===== config.mk =====
export PLATFORM = sky130hd
export DESIGN_NAME = twelve_hour_clock_with_timeout_unit
export DESIGN_NICKNAME = d
export VERILOG_FILES = /design/src/rthc_pkg.sv /design/src/rthc_step.sv /design/src/twelve_hour_clock_with_timeout_unit.sv
export SDC_FILE = /design/constraint.sdc
export NUM_CORES = 1
export LEC_CHECK = 0
export ABC_AREA = 1
export BUFFER_PORTS_ARGS = -buffer_cell sky130_fd_sc_hd__buf_2
export CORE_UTILIZATION = 35
export DETAILED_ROUTE_END_ITERATION = 10
export GPL_ROUTABILITY_DRIVEN = 0
export PLACE_DENSITY_LB_ADDON = 0.05
export REMOVE_ABC_BUFFERS = 1
export SETUP_SLACK_MARGIN = 0.1
export SYNTH_ARGS = -nofsm -noshare
export SYNTH_HDL_FRONTEND = slang
export SYNTH_SLANG_ARGS = --single-unit
export TNS_END_PERCENT = 20

===== constraint.sdc =====
create_clock -name clk_i -period 2.6 [get_ports clk_i]
set_input_delay 0.13 -clock clk_i [delete_from_list [all_inputs] [get_ports clk_i]]
set_output_delay 0.13 -clock clk_i [all_outputs]
set_load 0.05 [all_outputs]

===== src/rthc_pkg.sv =====
`timescale 1ns / 1ps
`default_nettype none
// ----------------------------------------------------------------------------
// rthc_pkg
// Types, constants and helpers shared by the twelve-hour clock unit.
// ----------------------------------------------------------------------------
package rthc_pkg;

  // Command codes; code 7 is a no-op and handled by the default arm
  typedef enum logic [2:0] {
    CMD_TICK       = 3'd0,
    CMD_SET_TIME   = 3'd1,
    CMD_RESET_TIME = 3'd2,
    CMD_ARM        = 3'd3,
    CMD_CLEAR      = 3'd4,
    CMD_READ_MIN   = 3'd5,
    CMD_INIT       = 3'd6
  } rthc_cmd_e;

  // Timeout status codes
  typedef enum logic [1:0] {
    TO_DISABLED = 2'd0,
    TO_ARMED    = 2'd1,
    TO_FIRED    = 2'd2
  } rthc_tstat_e;

  // Register indexes on the config port
  localparam logic CFG_START_HOUR   = 1'b0;
  localparam logic CFG_START_MINUTE = 1'b1;

  localparam logic [9:0] MS_LAST    = 10'd999;
  localparam logic [5:0] SEC_LAST   = 6'd59;
  localparam logic [5:0] MIN_LAST   = 6'd59;
  localparam logic [3:0] HOUR_LAST  = 4'd12;
  localparam logic [3:0] HOUR_FIRST = 4'd1;
  localparam logic [6:0] SEC_PER_MIN = 7'd60;
  localparam logic [5:0] TO_MIN_SEC = 6'd1;
  localparam logic [5:0] TO_MAX_SEC = 6'd60;

  localparam logic [3:0] RST_START_HOUR   = 4'd12;
  localparam logic [5:0] RST_START_MINUTE = 6'd0;

  // Full clock state; a result word reports all of it but the alarm fields
  typedef struct packed {
    logic [3:0]  hour;
    logic [5:0]  minute;
    logic [5:0]  second;
    logic [9:0]  msec;
    logic [31:0] epoch;
    logic [31:0] half_days;
    logic        update;
    rthc_tstat_e tstat;
    logic [5:0]  alarm_sec;
    logic [5:0]  alarm_min;
  } rthc_state_t;

  function automatic logic [3:0] sat_hour(input logic [3:0] h);
    return (h > HOUR_LAST) ? HOUR_LAST : h;
  endfunction

  function automatic logic [5:0] sat_minute(input logic [5:0] m);
    return (m > MIN_LAST) ? MIN_LAST : m;
  endfunction

  // State loaded by reset and by the init command
  function automatic rthc_state_t start_state(input logic [3:0] h, input logic [5:0] m);
    rthc_state_t s;
    s           = '0;
    s.hour      = sat_hour(h);
    s.minute    = sat_minute(m);
    s.update    = 1'b1;
    s.tstat     = TO_DISABLED;
    return s;
  endfunction

endpackage
`default_nettype wire


===== src/rthc_step.sv =====
`timescale 1ns / 1ps
`default_nettype none
// ----------------------------------------------------------------------------
// rthc_step
// Next-state logic: applies one command word to the current clock state.
// ----------------------------------------------------------------------------
module rthc_step (
  input  rthc_pkg::rthc_state_t state_i,
  input  logic [2:0]            cmd_i,
  input  logic [3:0]            hour_in_i,
  input  logic [5:0]            minute_in_i,
  input  logic [5:0]            timeout_seconds_i,
  input  logic [3:0]            start_hour_i,
  input  logic [5:0]            start_minute_i,
  output rthc_pkg::rthc_state_t state_o
);
  import rthc_pkg::*;

  rthc_state_t nxt;
  logic [6:0]  arm_sum;
  logic [6:0]  arm_wrap;

  // Alarm second before and after minute wrap
  assign arm_sum  = {1'b0, timeout_seconds_i} + {1'b0, state_i.second};
  assign arm_wrap = arm_sum - SEC_PER_MIN;

  always_comb begin
    nxt = state_i;
    unique case (cmd_i)
      CMD_TICK: begin
        nxt.epoch = state_i.epoch + 32'd1;
        if (state_i.msec >= MS_LAST) begin
          nxt.msec = '0;
          if (state_i.second >= SEC_LAST) begin
            nxt.second = '0;
            nxt.update = 1'b1;
            if (state_i.minute >= MIN_LAST) begin
              nxt.minute = '0;
              // 12 rolls to 1 and counts a half day
              if (state_i.hour >= HOUR_LAST) begin
                nxt.hour      = HOUR_FIRST;
                nxt.half_days = state_i.half_days + 32'd1;
              end else begin
                nxt.hour = state_i.hour + 4'd1;
              end
            end else begin
              nxt.minute = state_i.minute + 6'd1;
            end
          end else begin
            nxt.second = state_i.second + 6'd1;
          end
          // timeout checked only when seconds advance
          if (state_i.tstat == TO_ARMED && state_i.alarm_min == nxt.minute &&
              state_i.alarm_sec == nxt.second) begin
            nxt.tstat = TO_FIRED;
          end
        end else begin
          nxt.msec = state_i.msec + 10'd1;
        end
      end
      CMD_SET_TIME: begin
        nxt.hour      = sat_hour(hour_in_i);
        nxt.minute    = sat_minute(minute_in_i);
        nxt.second    = '0;
        nxt.half_days = '0;
        nxt.update    = 1'b1;
      end
      CMD_RESET_TIME: begin
        nxt.epoch     = '0;
        nxt.hour      = '0;
        nxt.minute    = '0;
        nxt.second    = '0;
        nxt.half_days = '0;
      end
      CMD_ARM: begin
        if (timeout_seconds_i >= TO_MIN_SEC && timeout_seconds_i <= TO_MAX_SEC) begin
          nxt.tstat = TO_ARMED;
          if (arm_sum >= SEC_PER_MIN) begin
            nxt.alarm_sec = arm_wrap[5:0];
            nxt.alarm_min = state_i.minute + 6'd1;  // may reach 60: never matches
          end else begin
            nxt.alarm_sec = arm_sum[5:0];
            nxt.alarm_min = state_i.minute;
          end
        end
      end
      CMD_CLEAR: begin
        if (state_i.tstat == TO_FIRED) begin
          nxt.tstat = TO_DISABLED;
        end
      end
      CMD_READ_MIN: begin
        nxt.update = 1'b0;
      end
      CMD_INIT: begin
        nxt = start_state(start_hour_i, start_minute_i);
      end
      default: begin
        nxt = state_i;
      end
    endcase
  end

  assign state_o = nxt;

endmodule
`default_nettype wire


===== src/twelve_hour_clock_with_timeout_unit.sv =====
`timescale 1ns / 1ps
`default_nettype none
// ----------------------------------------------------------------------------
// twelve_hour_clock_with_timeout_unit
// Millisecond-ticked 12-hour clock with a one-shot timeout, driven by
// command words.
// ----------------------------------------------------------------------------
//  channel | direction | handshake                 | payload
//  --------+-----------+---------------------------+----------------------------
//  in      | in        | in_valid_i / in_ready_o   | cmd, hour_in, minute_in,
//          |           |                           | timeout_seconds
//  out     | out       | out_valid_o / out_ready_i | hour .. timeout_status
//  cfg     | in        | cfg_we_i (no wait)        | cfg_idx_i, cfg_wdata_i
//
// One word per cycle sustained while out_ready_i is high; a command taken
// passes the input register, then the state/result register, to the outputs.
// The clock state register doubles as the result register; it only moves
// when the output side is free, so a stalled output holds its word.
// Reset loads hour 12, minute 0, update pending, timeout disabled.
// ----------------------------------------------------------------------------
module twelve_hour_clock_with_timeout_unit (
  input  logic        clk_i,
  input  logic        rst_ni,
  // config port
  input  logic        cfg_we_i,
  input  logic        cfg_idx_i,
  input  logic [5:0]  cfg_wdata_i,
  // command channel
  input  logic        in_valid_i,
  output logic        in_ready_o,
  input  logic [2:0]  cmd_i,
  input  logic [3:0]  hour_in_i,
  input  logic [5:0]  minute_in_i,
  input  logic [5:0]  timeout_seconds_i,
  // result channel
  output logic        out_valid_o,
  input  logic        out_ready_i,
  output logic [3:0]  hour_o,
  output logic [5:0]  minute_o,
  output logic [5:0]  second_o,
  output logic [9:0]  millisecond_o,
  output logic [31:0] epoch_ms_o,
  output logic [31:0] half_day_count_o,
  output logic        update_pending_o,
  output logic [1:0]  timeout_status_o
);
  import rthc_pkg::*;

  logic        in_valid_q;
  logic [2:0]  cmd_q;
  logic [3:0]  hour_in_q;
  logic [5:0]  minute_in_q;
  logic [5:0]  tsec_q;
  logic        out_valid_q;
  logic        advance;
  logic [3:0]  start_hour_q;
  logic [5:0]  start_minute_q;
  rthc_state_t state_q;
  rthc_state_t state_d;

  // Config registers
  always_ff @(posedge clk_i or negedge rst_ni) begin
    if (!rst_ni) begin
      start_hour_q   <= RST_START_HOUR;
      start_minute_q <= RST_START_MINUTE;
    end else if (cfg_we_i) begin
      unique case (cfg_idx_i)
        CFG_START_HOUR:   start_hour_q   <= cfg_wdata_i[3:0];
        CFG_START_MINUTE: start_minute_q <= cfg_wdata_i;
        default:          start_hour_q   <= start_hour_q;
      endcase
    end
  end

  // Word moves from input register to result register when output is free
  assign advance    = in_valid_q && (!out_valid_q || out_ready_i);
  assign in_ready_o = !in_valid_q || advance;

  // Input register: control
  always_ff @(posedge clk_i or negedge rst_ni) begin
    if (!rst_ni) begin
      in_valid_q <= 1'b0;
    end else if (in_ready_o) begin
      in_valid_q <= in_valid_i;
    end
  end

  // Input register: payload
  always_ff @(posedge clk_i) begin
    if (in_valid_i && in_ready_o) begin
      cmd_q       <= cmd_i;
      hour_in_q   <= hour_in_i;
      minute_in_q <= minute_in_i;
      tsec_q      <= timeout_seconds_i;
    end
  end

  rthc_step u_step (
    .state_i           (state_q),
    .cmd_i             (cmd_q),
    .hour_in_i         (hour_in_q),
    .minute_in_i       (minute_in_q),
    .timeout_seconds_i (tsec_q),
    .start_hour_i      (start_hour_q),
    .start_minute_i    (start_minute_q),
    .state_o           (state_d)
  );

  // Clock state / result register
  always_ff @(posedge clk_i or negedge rst_ni) begin
    if (!rst_ni) begin
      state_q     <= start_state(RST_START_HOUR, RST_START_MINUTE);
      out_valid_q <= 1'b0;
    end else begin
      if (advance) begin
        state_q     <= state_d;
        out_valid_q <= 1'b1;
      end else if (out_ready_i) begin
        out_valid_q <= 1'b0;
      end
    end
  end

  assign out_valid_o      = out_valid_q;
  assign hour_o           = state_q.hour;
  assign minute_o         = state_q.minute;
  assign second_o         = state_q.second;
  assign millisecond_o    = state_q.msec;
  assign epoch_ms_o       = state_q.epoch;
  assign half_day_count_o = state_q.half_days;
  assign update_pending_o = state_q.update;
  assign timeout_status_o = state_q.tstat;

endmodule
`default_nettype wire

==> metrics, run 1 <==
slowest stage cell on the critical path dfrtp_2; gate family responsible for the most delay along the worst path adder cells; Final Setup Violations 0; Clk Tree Root Cell clkbuf_16; summed negative setup slack over all endpoints 0 ns; cell type contributing the most total cell area after synthesis dfrtp_1; required time of the critical path 2.90 ns; number of input and output port buffers inserted 125; H-tree Lvls 4; fraction of final layout cells with drive strength greater than 1 18.65%; flop and latch count out of synthesis 136; async set-or-reset flop fraction in the synthesized netlist 86.03%; number of nets with antenna violations after detailed routing 0; outcome finished, final reports clean; dominant cells by area after synthesis dfrtp_1 32%, nand2_1 11%, buf_4 8.1%, edfxtp_1 6.5%, inv_1 5.9%; share of the synthesized area in the top cell type 32.00%; top achievable clock speed 435.3 MHz; DRT Wirelength 24.58 mm; final period demand of the worst path 2.297 ns; Yosys warning count 0; number of standard cells after synthesis 1154; total routing resource utilization after global routing 19.73%; type of destination of the critical path flip-flop; Leakage Power 4.707 nW; setup repair after global routing missed its margin false; Max FO, Critical Path 6; Row Count 57; overflow left after global routing 0; count of endpoints failing hold in the final timing report 0; final slew viol count 0; CP max stage delay 0.41 ns; period utilization 88.36%; post-layout power 9.530 mW; worst setup path category flip-flop to flip-flop; register area share after synthesis 40.01%; path class of the lowest-slack min-delay path primary input to flip-flop; vias in the first global route 7473; Placed Cells incl. Taps 1510; horizontal die dimension 160.2 microns; area added between synthesis and finish 15.55%; register area 3507 sq um; Data arrival, critical path 2.60 ns; HPWL Detailed 18.53 mm; number of enable flip-flop cells after synthesis 19; post-synth cell types 49; DRC violation count after routing 0; Fill cells 2550; total of max-cap violations 0; clock tree from TritonCTS built; chain of cells forming the critical path ha_1 -> inv_1 -> fa_2 -> xnor2_2 -> ha_1 -> nand3_1 -> a21oi_1 -> nand2_2 -> nand2_1 -> nand2_1 -> nand3_1 -> o21ai_0; largest net degree at the start of global routing 49; wire length per cell 15.68 microns; register clock-pin slew on the reported worst setup and hold paths 0.06 ns; final core utilization 41.38%; iteration-0 DRC count of the detailed router 452; Post-Route Skew 0.01560 ns; Final #Nets 1276; first-pass GRT wire length 39.88 mm; Sinks on Clock Net 136; via-per-instance ratio 4.897; count of placed standard cells in the final layout, fillers left out 1568; diodes inserted 0; maximum ir drop on the vdd rail 0.4503 mV; total vias in the final route 7678; worst path bufs/invs 1; nature of the critical path startpoint flip-flop; Die Footprint 25660 sq um; initial antenna violation count 0; Clk Latency, worst-skew pair 0.43 ns; Post-Syn Area 8760 sq um; TritonCTS Buffers 17; initial core utilization 35.81%; area used by multi-input combinational logic 3939 sq um; first-pass iteration count of the detailed router 7; area of the core 24460 sq um; PD cells 941.5 nW/um^2; most used flip-flop cell after synthesis dfrtp_1; remaining max-slew budget at the tightest pin 48.10%; Die Span Y 160.2 microns; Slew @ Worst Pin 0.7776 ns; maximum clock path buffer count 2; IO Pins 126; synthesized area divided by synthesized cell count 7.591 sq um
-- final cells by class --
class                   count  area share, %
well taps                 324          4.005
repair buffers            170          10.32
clock buffers              22          4.895
multi-input cells         755          38.91
flip-flops and latches    136          34.65
clock inverters            10          1.619
inverters                 151          5.600
-- worst reg2reg max path: stages, from the launching register on --
cell and delay (ns):
dfrtp_2 0.41, ha_1 0.19, inv_1 0.06, fa_2 0.37
xnor2_2 0.19, ha_1 0.20, nand3_1 0.08, a21oi_1 0.18
nand2_2 0.12, nand2_1 0.18, nand2_1 0.07, nand3_1 0.06
o21ai_0 0.08
-- stage by stage --
stage | cell area, sq um | worst slack, ns | hold slack, ns
after floorplan | 7976 | -0.2190 | -0.1656
after global placement | 9165 | 0.2024 | 0.07067
after detailed placement | 9165 | 0.1281 | 0.07163
after CTS | 10070 | 0.1155 | 0.0001104
after global routing | 10120 | 0.08379 | 0.006984
final | 10120 | 0.3028 | 0.004357
-- per-layer routing --
metal / part of all wire, % / wire length [microns] / vias to the layer above / track usage [%]
li1: - / - / 3896 / -
met1: 48 / 11870 / 3602 / 27.21
met2: 47 / 11610 / 155 / 32.09
met3: 3.1 / 757 / 25 / 2.805
met4: 1.4 / 350 / 0 / 5.541
met5: 0 / 0 / - / 0
-- repair_timing --
action / CTS / global route
setup buffers: 0 / 1
gates resized for setup: 0 / 9
endpoints found under the setup margin: 0 / 34
endpoints found under the hold margin: 49 / 0
hold buffers: 25 / 0
-- registers in the layout, summed over array words and instances, names as in the netlist --
register / flops
second_o: 6
start_minute_q: 6
hour_o: 4
hour_in_q: 4
minute_o: 6
state_q: 12
minute_in_q: 6
cmd_q: 3
millisecond_o: 10
half_day_count_o: 32
start_hour_q: 4
out_valid_o: 1
in_valid_q: 1
update_pending_o: 1
tsec_q: 6
timeout_status_o: 2
epoch_ms_o: 32
-- power by group --
part / switching (mW) / internal [mW] / total [mW] / leakage, nW
Combinational: 2.59 / 1.08 / 3.67 / 2.68
Sequential: 0.509 / 2.61 / 3.12 / 1.71
Clock: 0.996 / 1.74 / 2.74 / 0.310
Total: 4.09 / 5.44 / 9.53 / 4.71
-- cell families after synthesis --
family	after synthesis	synth area share [%]
adder cells (fa/ha/maj)	14	2.085
AND/OR/NAND/NOR	539	28.17
AO/OA/AOI/OAI	172	11.33
buffers and inverters	263	15.41
flip-flops	136	40.01
XOR/XNOR	30	3.000
-- layout by cell type (no fill, tap or decap), drive strengths merged, types with 2 or more instances in the layout --
cell | synthesis | routed
nand2 | 267 | 267
inv | 151 | 152
buf | 102 | 145
dfrtp | 112 | 112
nor2 | 98 | 98
nand3 | 79 | 79
o21ai | 74 | 74
a21oi | 49 | 49
nand4 | 39 | 39
nor3 | 34 | 34
dlygate4sd3 | 0 | 25
o31ai | 22 | 22
clkbuf | 10 | 22
xor2 | 21 | 21
edfxtp | 19 | 19
nor4 | 13 | 13
ha | 13 | 13
o22ai | 11 | 11
xnor2 | 9 | 9
dfstp | 5 | 5
nand3b | 4 | 4
a211oi | 4 | 4
bufinv | 0 | 4
clkinvlp | 0 | 4
a41oi | 3 | 3
or2 | 3 | 3
o211ai | 2 | 2
a31oi | 2 | 2
-- cells in the mapped netlist, drive strengths merged (11+ instances only) --
cell	count
a21oi	49
buf	102
dfrtp	112
edfxtp	19
ha	13
inv	151
nand2	267
nand3	79
nand4	39
nor2	98
nor3	34
nor4	13
o21ai	74
o22ai	11
o31ai	22
xor2	21
-- final timing paths --
path / start / endpoint / slack [ns] / depth (start not counted)
worst max-delay path: second_o[0]$_DFFE_PN0P_ / state_q[0]$_DFFE_PN0P_ / 0.30 / 12
worst min-delay path: cfg_wdata_i[4] / start_minute_q[4]$_DFFE_PN0P_ / 0.004 / 3
worst max register to register: second_o[0]$_DFFE_PN0P_ / state_q[0]$_DFFE_PN0P_ / 0.30 / 12
worst min register to register: start_minute_q[0]$_DFFE_PN0P_ / start_minute_q[0]$_DFFE_PN0P_ / 0.49 / 2
max in group asynchronous: rst_ni / hour_o[2]$_DFFE_PN1P_ / 1.67 / 3
min in group asynchronous: rst_ni / half_day_count_o[28]$_DFFE_PN0P_ / 0.17 / 2
No activity file was read; power rests on OpenSTA's default activity.
==> run 2: changes to the inputs <==
--- a/config.mk
+++ b/config.mk
@@ -15,5 +15,6 @@
 export SETUP_SLACK_MARGIN = 0.1
 export SYNTH_ARGS = -nofsm -noshare
 export SYNTH_HDL_FRONTEND = slang
+export SYNTH_HIERARCHICAL = 1
 export SYNTH_SLANG_ARGS = --single-unit
 export TNS_END_PERCENT = 20
==> run 2 against run 1 <==
Critical path depth is 2 higher. Design area grew 16%. Clock skew is 0.0027 ns lower. Setup slack worse by 0.093 ns. Synthesized area up 17%. Cell count is 26% higher. Count of clock-buffer cells in the layout is 4 lower. Critical path type unchanged. Utilization shrank 0.43 points. Maximum frequency is 3.9% lower. Non-clock buffer count up 26. First-iteration DRC count increased by 55%. Clock power shrank 9.5%.
==> metrics, run 2 <==
sequential cell fraction of total power 37.3%; setup repair after global routing missed its margin true; H-tree Lvls 4; synthesized area divided by synthesized cell count 6.797 sq um; area used by multi-input combinational logic 5375 sq um; first-pass iteration count of the detailed router 7; register area share after synthesis 34.05%; Combinational Power Share 27.1%; Crit path top cell by count nand2_1; Die Span Y 173.5 microns; endpoint of the worst hold-timing path start_hour_q[1]$_DFFE_PN0P_; path class of the lowest-slack min-delay path primary input to flip-flop; most frequently used cell type in the post-synthesis netlist nand2_1; period utilization 91.92%; Data arrival, critical path 2.71 ns; clock tree from TritonCTS built; number of nets with antenna violations after detailed routing 0; sw frac 37.71%; clock network fraction of design power 35.6%; share of the synthesized area in the top cell type 27.23%; CP max stage delay 0.39 ns; maximum ir drop on the vdd rail 0.3261 mV; total routing resource utilization after global routing 21.48%; Final #Nets 1626; area added between synthesis and finish 14.50%; first-pass GRT wire length 51.61 mm; number of enable flip-flop cells after synthesis 19; remaining max-slew budget at the tightest pin 46.55%; Post-Syn Area 10290 sq um; Clk Tree Root Cell clkbuf_16; TritonCTS Buffers 17; top achievable clock speed 418.4 MHz; overflow left after global routing 0; PD cells 590.8 nW/um^2; Post-Route Skew 0.01291 ns; vias in the first global route 9593; Final Setup Violations 0; initial antenna violation count 1; commonest non-fill, non-tap cell in the layout nand2_1; outcome finished, final reports clean; post-synth cell types 50; commonest cells in the netlist 502 x nand2_1, 208 x nand3_1, 136 x inv_1; Leakage Power 5.814 nW; sw power 2.626 mW; maximum clock path buffer count 2; chain of cells forming the critical path ha_2 -> fa_2 -> xor2_2 -> ha_2 -> nand3_2 -> a21oi_2 -> nand2_2 -> buf_6 -> nand3_1 -> nand2_1 -> o21ai_1 -> nand2_1 -> nand3_1 -> nand2_1; via-per-instance ratio 4.985; number of standard cells after synthesis 1514; final period demand of the worst path 2.390 ns; capture point of the worst reg-to-reg path state_q[8]$_DFFE_PN0P_; hold path start cfg_wdata_i[1]; Yosys warning count 6; IO Pins 126; initial core utilization 35.76%; slowest stage cell on the critical path edfxtp_1; final core utilization 40.94%; dominant cells by area after synthesis dfrtp_1 27%, nand2_1 18%, nand3_1 10%, buf_4 7.4%, edfxtp_1 5.5%; nature of the critical path startpoint flip-flop; final slew viol count 0; Fill cells 3086; fraction of final layout cells with drive strength greater than 1 16.50%; flop and latch count out of synthesis 136; hold-critical path depth 3; async set-or-reset flop fraction in the synthesized netlist 86.03%; largest net degree at the start of global routing 84; HPWL Detailed 22.04 mm; Die Footprint 30090 sq um; total vias in the final route 9865; DRT Wirelength 31.60 mm; count of cells along the worst register-to-register path 14; register clock-pin slew on the reported worst setup and hold paths 0.07 ns; total of max-cap violations 0; most frequent cells in the layout 499 x nand2_1, 205 x nand3_1, 136 x inv_1; DRC violation count after routing 0; iteration-0 DRC count of the detailed router 700; required time of the critical path 2.92 ns; minimum setup slack among reg-to-reg paths 0.21 ns; Slew @ Worst Pin 0.8008 ns; horizontal die dimension 173.5 microns; Internal Dissipation 4.336 mW; count of endpoints failing hold in the final timing report 0; cell type contributing the most total cell area after synthesis dfrtp_1; wire length per cell 15.97 microns; Row Count 62; most used flip-flop cell after synthesis dfrtp_1; Sinks on Clock Net 136; post-layout power 6.962 mW; type of destination of the critical path flip-flop; startpoint of the worst-slack reg-to-reg timing path tsec_q[0]$_DFFE_PP_; worst setup path category flip-flop to flip-flop; register area 3510 sq um; Clk Latency, worst-skew pair 0.43 ns; Max FO, Critical Path 5; area of the core 28780 sq um; number of input and output port buffers inserted 125
[run 2: per-layer routing]
layer  vias to the layer above  share of wire (%)  GRT usage, %
met2                       195                 46         35.19
li1                       5017                  -             -
met4                         0                1.2         5.236
met3                        26                3.2         2.807
met5                         -                  0             0
met1                      4627                 50         29.84
[run 2: how the worst max path moves through the flow]
stage                   startpoint                      endpoint  slack (ns)  cells past startpoint
3_3_place_gp   tsec_q[0]$_DFFE_PP_       state_q[10]$_DFFE_PN0P_         0.1                     15
6_report       tsec_q[0]$_DFFE_PP_        state_q[8]$_DFFE_PN0P_        0.21                     14
5_1_grt        tsec_q[0]$_DFFE_PP_        state_q[5]$_DFFE_PN0P_        0.02                     14
2_1_floorplan   cmd_q[2]$_DFFE_PP_  millisecond_o[7]$_DFFE_PN0P_       -1.48                      9
3_5_place_dp   tsec_q[0]$_DFFE_PP_        state_q[8]$_DFFE_PN0P_        0.07                     14
4_1_cts        tsec_q[0]$_DFFE_PP_       state_q[10]$_DFFE_PN0P_        0.06                     15
[run 2: area by class of cell]
| type | count | share of cell area [%] |
|---|---|---|
| diodes | 1 | 0.02124 |
| clock buffers | 18 | 3.642 |
| clock inverters | 14 | 1.253 |
| inverters | 144 | 4.587 |
| multi-input cells | 1086 | 45.61 |
| flip-flops and latches | 136 | 29.78 |
| well taps | 384 | 4.077 |
| repair buffers | 196 | 11.02 |
[run 2: power groups by stage]
| stage | registers [mW] | clock network (mW) | logic (mW) |
|---|---|---|---|
| after floorplan | 2.94 | 0 | 0.831 |
| after global placement | 2.64 | 0 | 1.84 |
| after detailed placement | 2.64 | 0 | 1.84 |
| after CTS | 2.60 | 2.54 | 1.88 |
| after global routing | 2.63 | 2.63 | 2.11 |
| final | 2.60 | 2.48 | 1.89 |
[run 2: stage by stage]
stage	std cells	hold WS, ns	setup TNS [ns]	area [sq um]	worst slack [ns]
after floorplan	1366	-0.1656	-107.84	9316	-1.477
after global placement	1913	0.1709	0	10780	0.09956
after detailed placement	1913	0.1804	0	10780	0.06752
after CTS	1972	0.003078	0	11630	0.05865
after global routing	1979	0.03071	0	11780	0.01788
final	1979	0.006018	0	11780	0.2101
[run 2: worst max-delay path: cells and delay by family (launching register included)]
family                     cells  cell delay (ns)
buffers and inverters          1             0.15
xor gates and xnor gates       1             0.20
DFF                            1             0.39
and+or+nand+nor                7             0.49
adders and majority gates      3             0.80
AOI/OAI and AO/OA              2             0.25
[run 2: cells by family (layout without fill, tap and decap cells)]
family	count (synthesis)	after routing	share of synthesized area, %
buf+inv	292	372	14.72
fa+ha+maj	14	14	1.775
mux	4	4	0.3891
simple gates	888	888	38.30
flops	136	136	34.05
other cells	0	1	0
compound gates	154	154	8.547
xor+xnor	26	26	2.213
[run 2: repair_timing]
| item | in CTS | in global routing |
|---|---|---|
| cloned | 0 | 1 |
| endpoints found under the hold margin | 58 | 0 |
| setup buffers | 0 | 5 |
| pin swaps | 0 | 14 |
| hold buffers | 27 | 0 |
| setup endpoints to repair | 7 | 24 |
| resized for setup | 0 | 25 |
==> run 3: changes to the inputs <==
--- a/config.mk
+++ b/config.mk
@@ -7,12 +7,14 @@
 export LEC_CHECK = 0
 export ABC_AREA = 1
 export BUFFER_PORTS_ARGS = -buffer_cell sky130_fd_sc_hd__buf_2
-export CORE_UTILIZATION = 35
+export CELL_PAD_IN_SITES_DETAIL_PLACEMENT = 2
+export CELL_PAD_IN_SITES_GLOBAL_PLACEMENT = 2
+export CORE_UTILIZATION = 33
 export DETAILED_ROUTE_END_ITERATION = 10
 export GPL_ROUTABILITY_DRIVEN = 0
 export PLACE_DENSITY_LB_ADDON = 0.05
 export REMOVE_ABC_BUFFERS = 1
-export SETUP_SLACK_MARGIN = 0.1
+export SETUP_SLACK_MARGIN = 0.3
 export SYNTH_ARGS = -nofsm -noshare
 export SYNTH_HDL_FRONTEND = slang
 export SYNTH_HIERARCHICAL = 1
==> run 3 against run 2 <==
Count of clock-buffer cells in the layout increased by 10. Global-route usage rose by 3.4 points. Combinational power increased by 7%. Non-clock buffer count up 13. Critical path depth did not move. Cell count grew 1.3%. Worst hold slack improved by 0.021 ns. Clock skew decreased by 0.00057 ns. Sequential power hardly changed. Register-to-register slack got worse by 0.08 ns. Critical path type unchanged.
==> metrics, run 3 (synthesized netlist as in run 2, its figures left out) <==
diodes inserted 0; initial core utilization 33.55%; area of the core 30670 sq um; number of input and output port buffers inserted 125; Die Span Y 178.6 microns; final slew viol count 0; Clk Latency, worst-skew pair 0.45 ns; horizontal die dimension 178.6 microns; count of endpoints failing hold in the final timing report 0; summed negative setup slack over all endpoints 0 ns; outcome finished, final reports clean; Data arrival, critical path 2.80 ns; top achievable clock speed 405.6 MHz; slowest stage cell on the critical path dfrtp_2; final period demand of the worst path 2.466 ns; path class of the lowest-slack min-delay path primary input to flip-flop; DRC violation count after routing 0; Post-Route Skew 0.01234 ns; IO Pins 126; post-route worst setup slack 0.1343 ns; number of nets with antenna violations after detailed routing 0; maximum ir drop on the vdd rail 0.5298 mV; type of destination of the critical path flip-flop; Max FO, Critical Path 5; Die Footprint 31900 sq um; vias in the first global route 11274; register clock-pin slew on the reported worst setup and hold paths 0.06 ns; maximum clock path buffer count 2; Leakage Power 5.940 nW; H-tree Lvls 4; most frequent cells in the layout 490 x nand2_1, 199 x nand3_1, 131 x inv_1; via-per-instance ratio 5.221; Clk Tree Root Cell clkbuf_16; period utilization 94.84%; DRT Wirelength 38.78 mm; Final Setup Violations 0; iteration-0 DRC count of the detailed router 445; HPWL Detailed 25.93 mm; Sinks on Clock Net 136; count of placed standard cells in the final layout, fillers left out 2004; commonest non-fill, non-tap cell in the layout nand2_1; gate family responsible for the most delay along the worst path adder cells; required time of the critical path 2.94 ns; worst setup path category flip-flop to flip-flop; worst hold margin 0.02696 ns; CP max stage delay 0.46 ns; total routing resource utilization after global routing 24.85%; total of max-cap violations 0; Placed Cells incl. Taps 1926; wire length per cell 19.35 microns; TritonCTS Buffers 17; first-pass GRT wire length 61.40 mm; Final #Nets 1640; initial antenna violation count 0; Fill cells 3734; area added between synthesis and finish 17.84%; total vias in the final route 10462; overflow left after global routing 0; Slew @ Worst Pin 0.6507 ns; chain of cells forming the critical path buf_4 -> fa_2 -> xor2_2 -> ha_2 -> nand3_2 -> a21oi_2 -> nand2_2 -> buf_4 -> nand3_1 -> nand3_1 -> nand2_1 -> nand2_1 -> nand3_1 -> nand2_1; nature of the critical path startpoint flip-flop; clock tree from TritonCTS built; worst path bufs/invs 2; remaining max-slew budget at the tightest pin 56.57%; minimum setup slack after placement -0.01440 ns; setup repair after global routing missed its margin true; first-pass iteration count of the detailed router 5; fraction of final layout cells with drive strength greater than 1 19.84%; largest net degree at the start of global routing 107; Row Count 64; PD cells 577.1 nW/um^2
## run 3: worst min-delay path, delay by kind of cell
kind	cells	cell delay, ns
buffers and inverters	2	0.19
AOI/OAI and AO/OA	1	0.09
## run 3: path summary, 6_finish.rpt
path / from / end / slack (ns) / depth (start not counted)
setup / recovery: second_o[1]$_DFFE_PN0P_ / state_q[5]$_DFFE_PN0P_ / 0.13 / 14
hold / removal: cfg_wdata_i[0] / start_minute_q[0]$_DFFE_PN0P_ / 0.03 / 3
setup reg to reg: second_o[1]$_DFFE_PN0P_ / state_q[5]$_DFFE_PN0P_ / 0.13 / 14
hold reg to reg: state_q[7]$_DFFE_PN0P_ / state_q[7]$_DFFE_PN0P_ / 0.48 / 2
max in group asynchronous: rst_ni / epoch_ms_o[20]$_DFFE_PN0P_ / 1.55 / 3
min in group asynchronous: rst_ni / minute_o[4]$_DFFE_PN0P_ / 0.24 / 2
## run 3: timing repair
action | CTS | global route
buffers inserted | 3 | 12
endpoints found under the setup margin | 28 | 62
resized for setup | 20 | 81
hold buffers | 29 | 0
cloned | 1 | 1
endpoints found under the hold margin | 82 | 0
pin swaps | 6 | 45
## run 3: report_power, final
part	leakage [nW]	total, mW	internal [mW]	switching, mW
sequential	1.76	2.60	2.38	0.226
combinational	3.92	2.03	0.584	1.44
clock	0.266	2.37	1.39	0.979
total	5.94	7.00	4.35	2.65
## run 3: routing by layer
| metal | track usage, % | up-vias | wire length (microns) |
|---|---|---|---|
| met4 | 5.791 | 0 | 412 |
| li1 | - | 5037 | - |
| met5 | 0 | - | 0 |
| met1 | 32.73 | 5258 | 18560 |
| met3 | 3.410 | 23 | 1022 |
| met2 | 42.68 | 144 | 18790 |
## run 3: layout make-up
type	count	area, sq um	share of cell area (%)
tap	396	495.5	4.086
clock inverter	4	45.04	0.3714
multi-input combinational	1087	5597	46.15
clock buffer	28	496.7	4.096
sequential	136	3518	29.01
timing repair buffer	209	1428	11.77
inverter	144	546.8	4.509
## run 3: through the flow
stage          power (mW)  area [sq um]  util [%]
2_1_floorplan       3.773          9316         -
4_1_cts             7.032         11740     38.29
5_1_grt             7.370         12130     39.54
3_3_place_gp        4.492         10810     35.25
6_report            6.999         12130     39.54
3_5_place_dp        4.554         10810     35.25
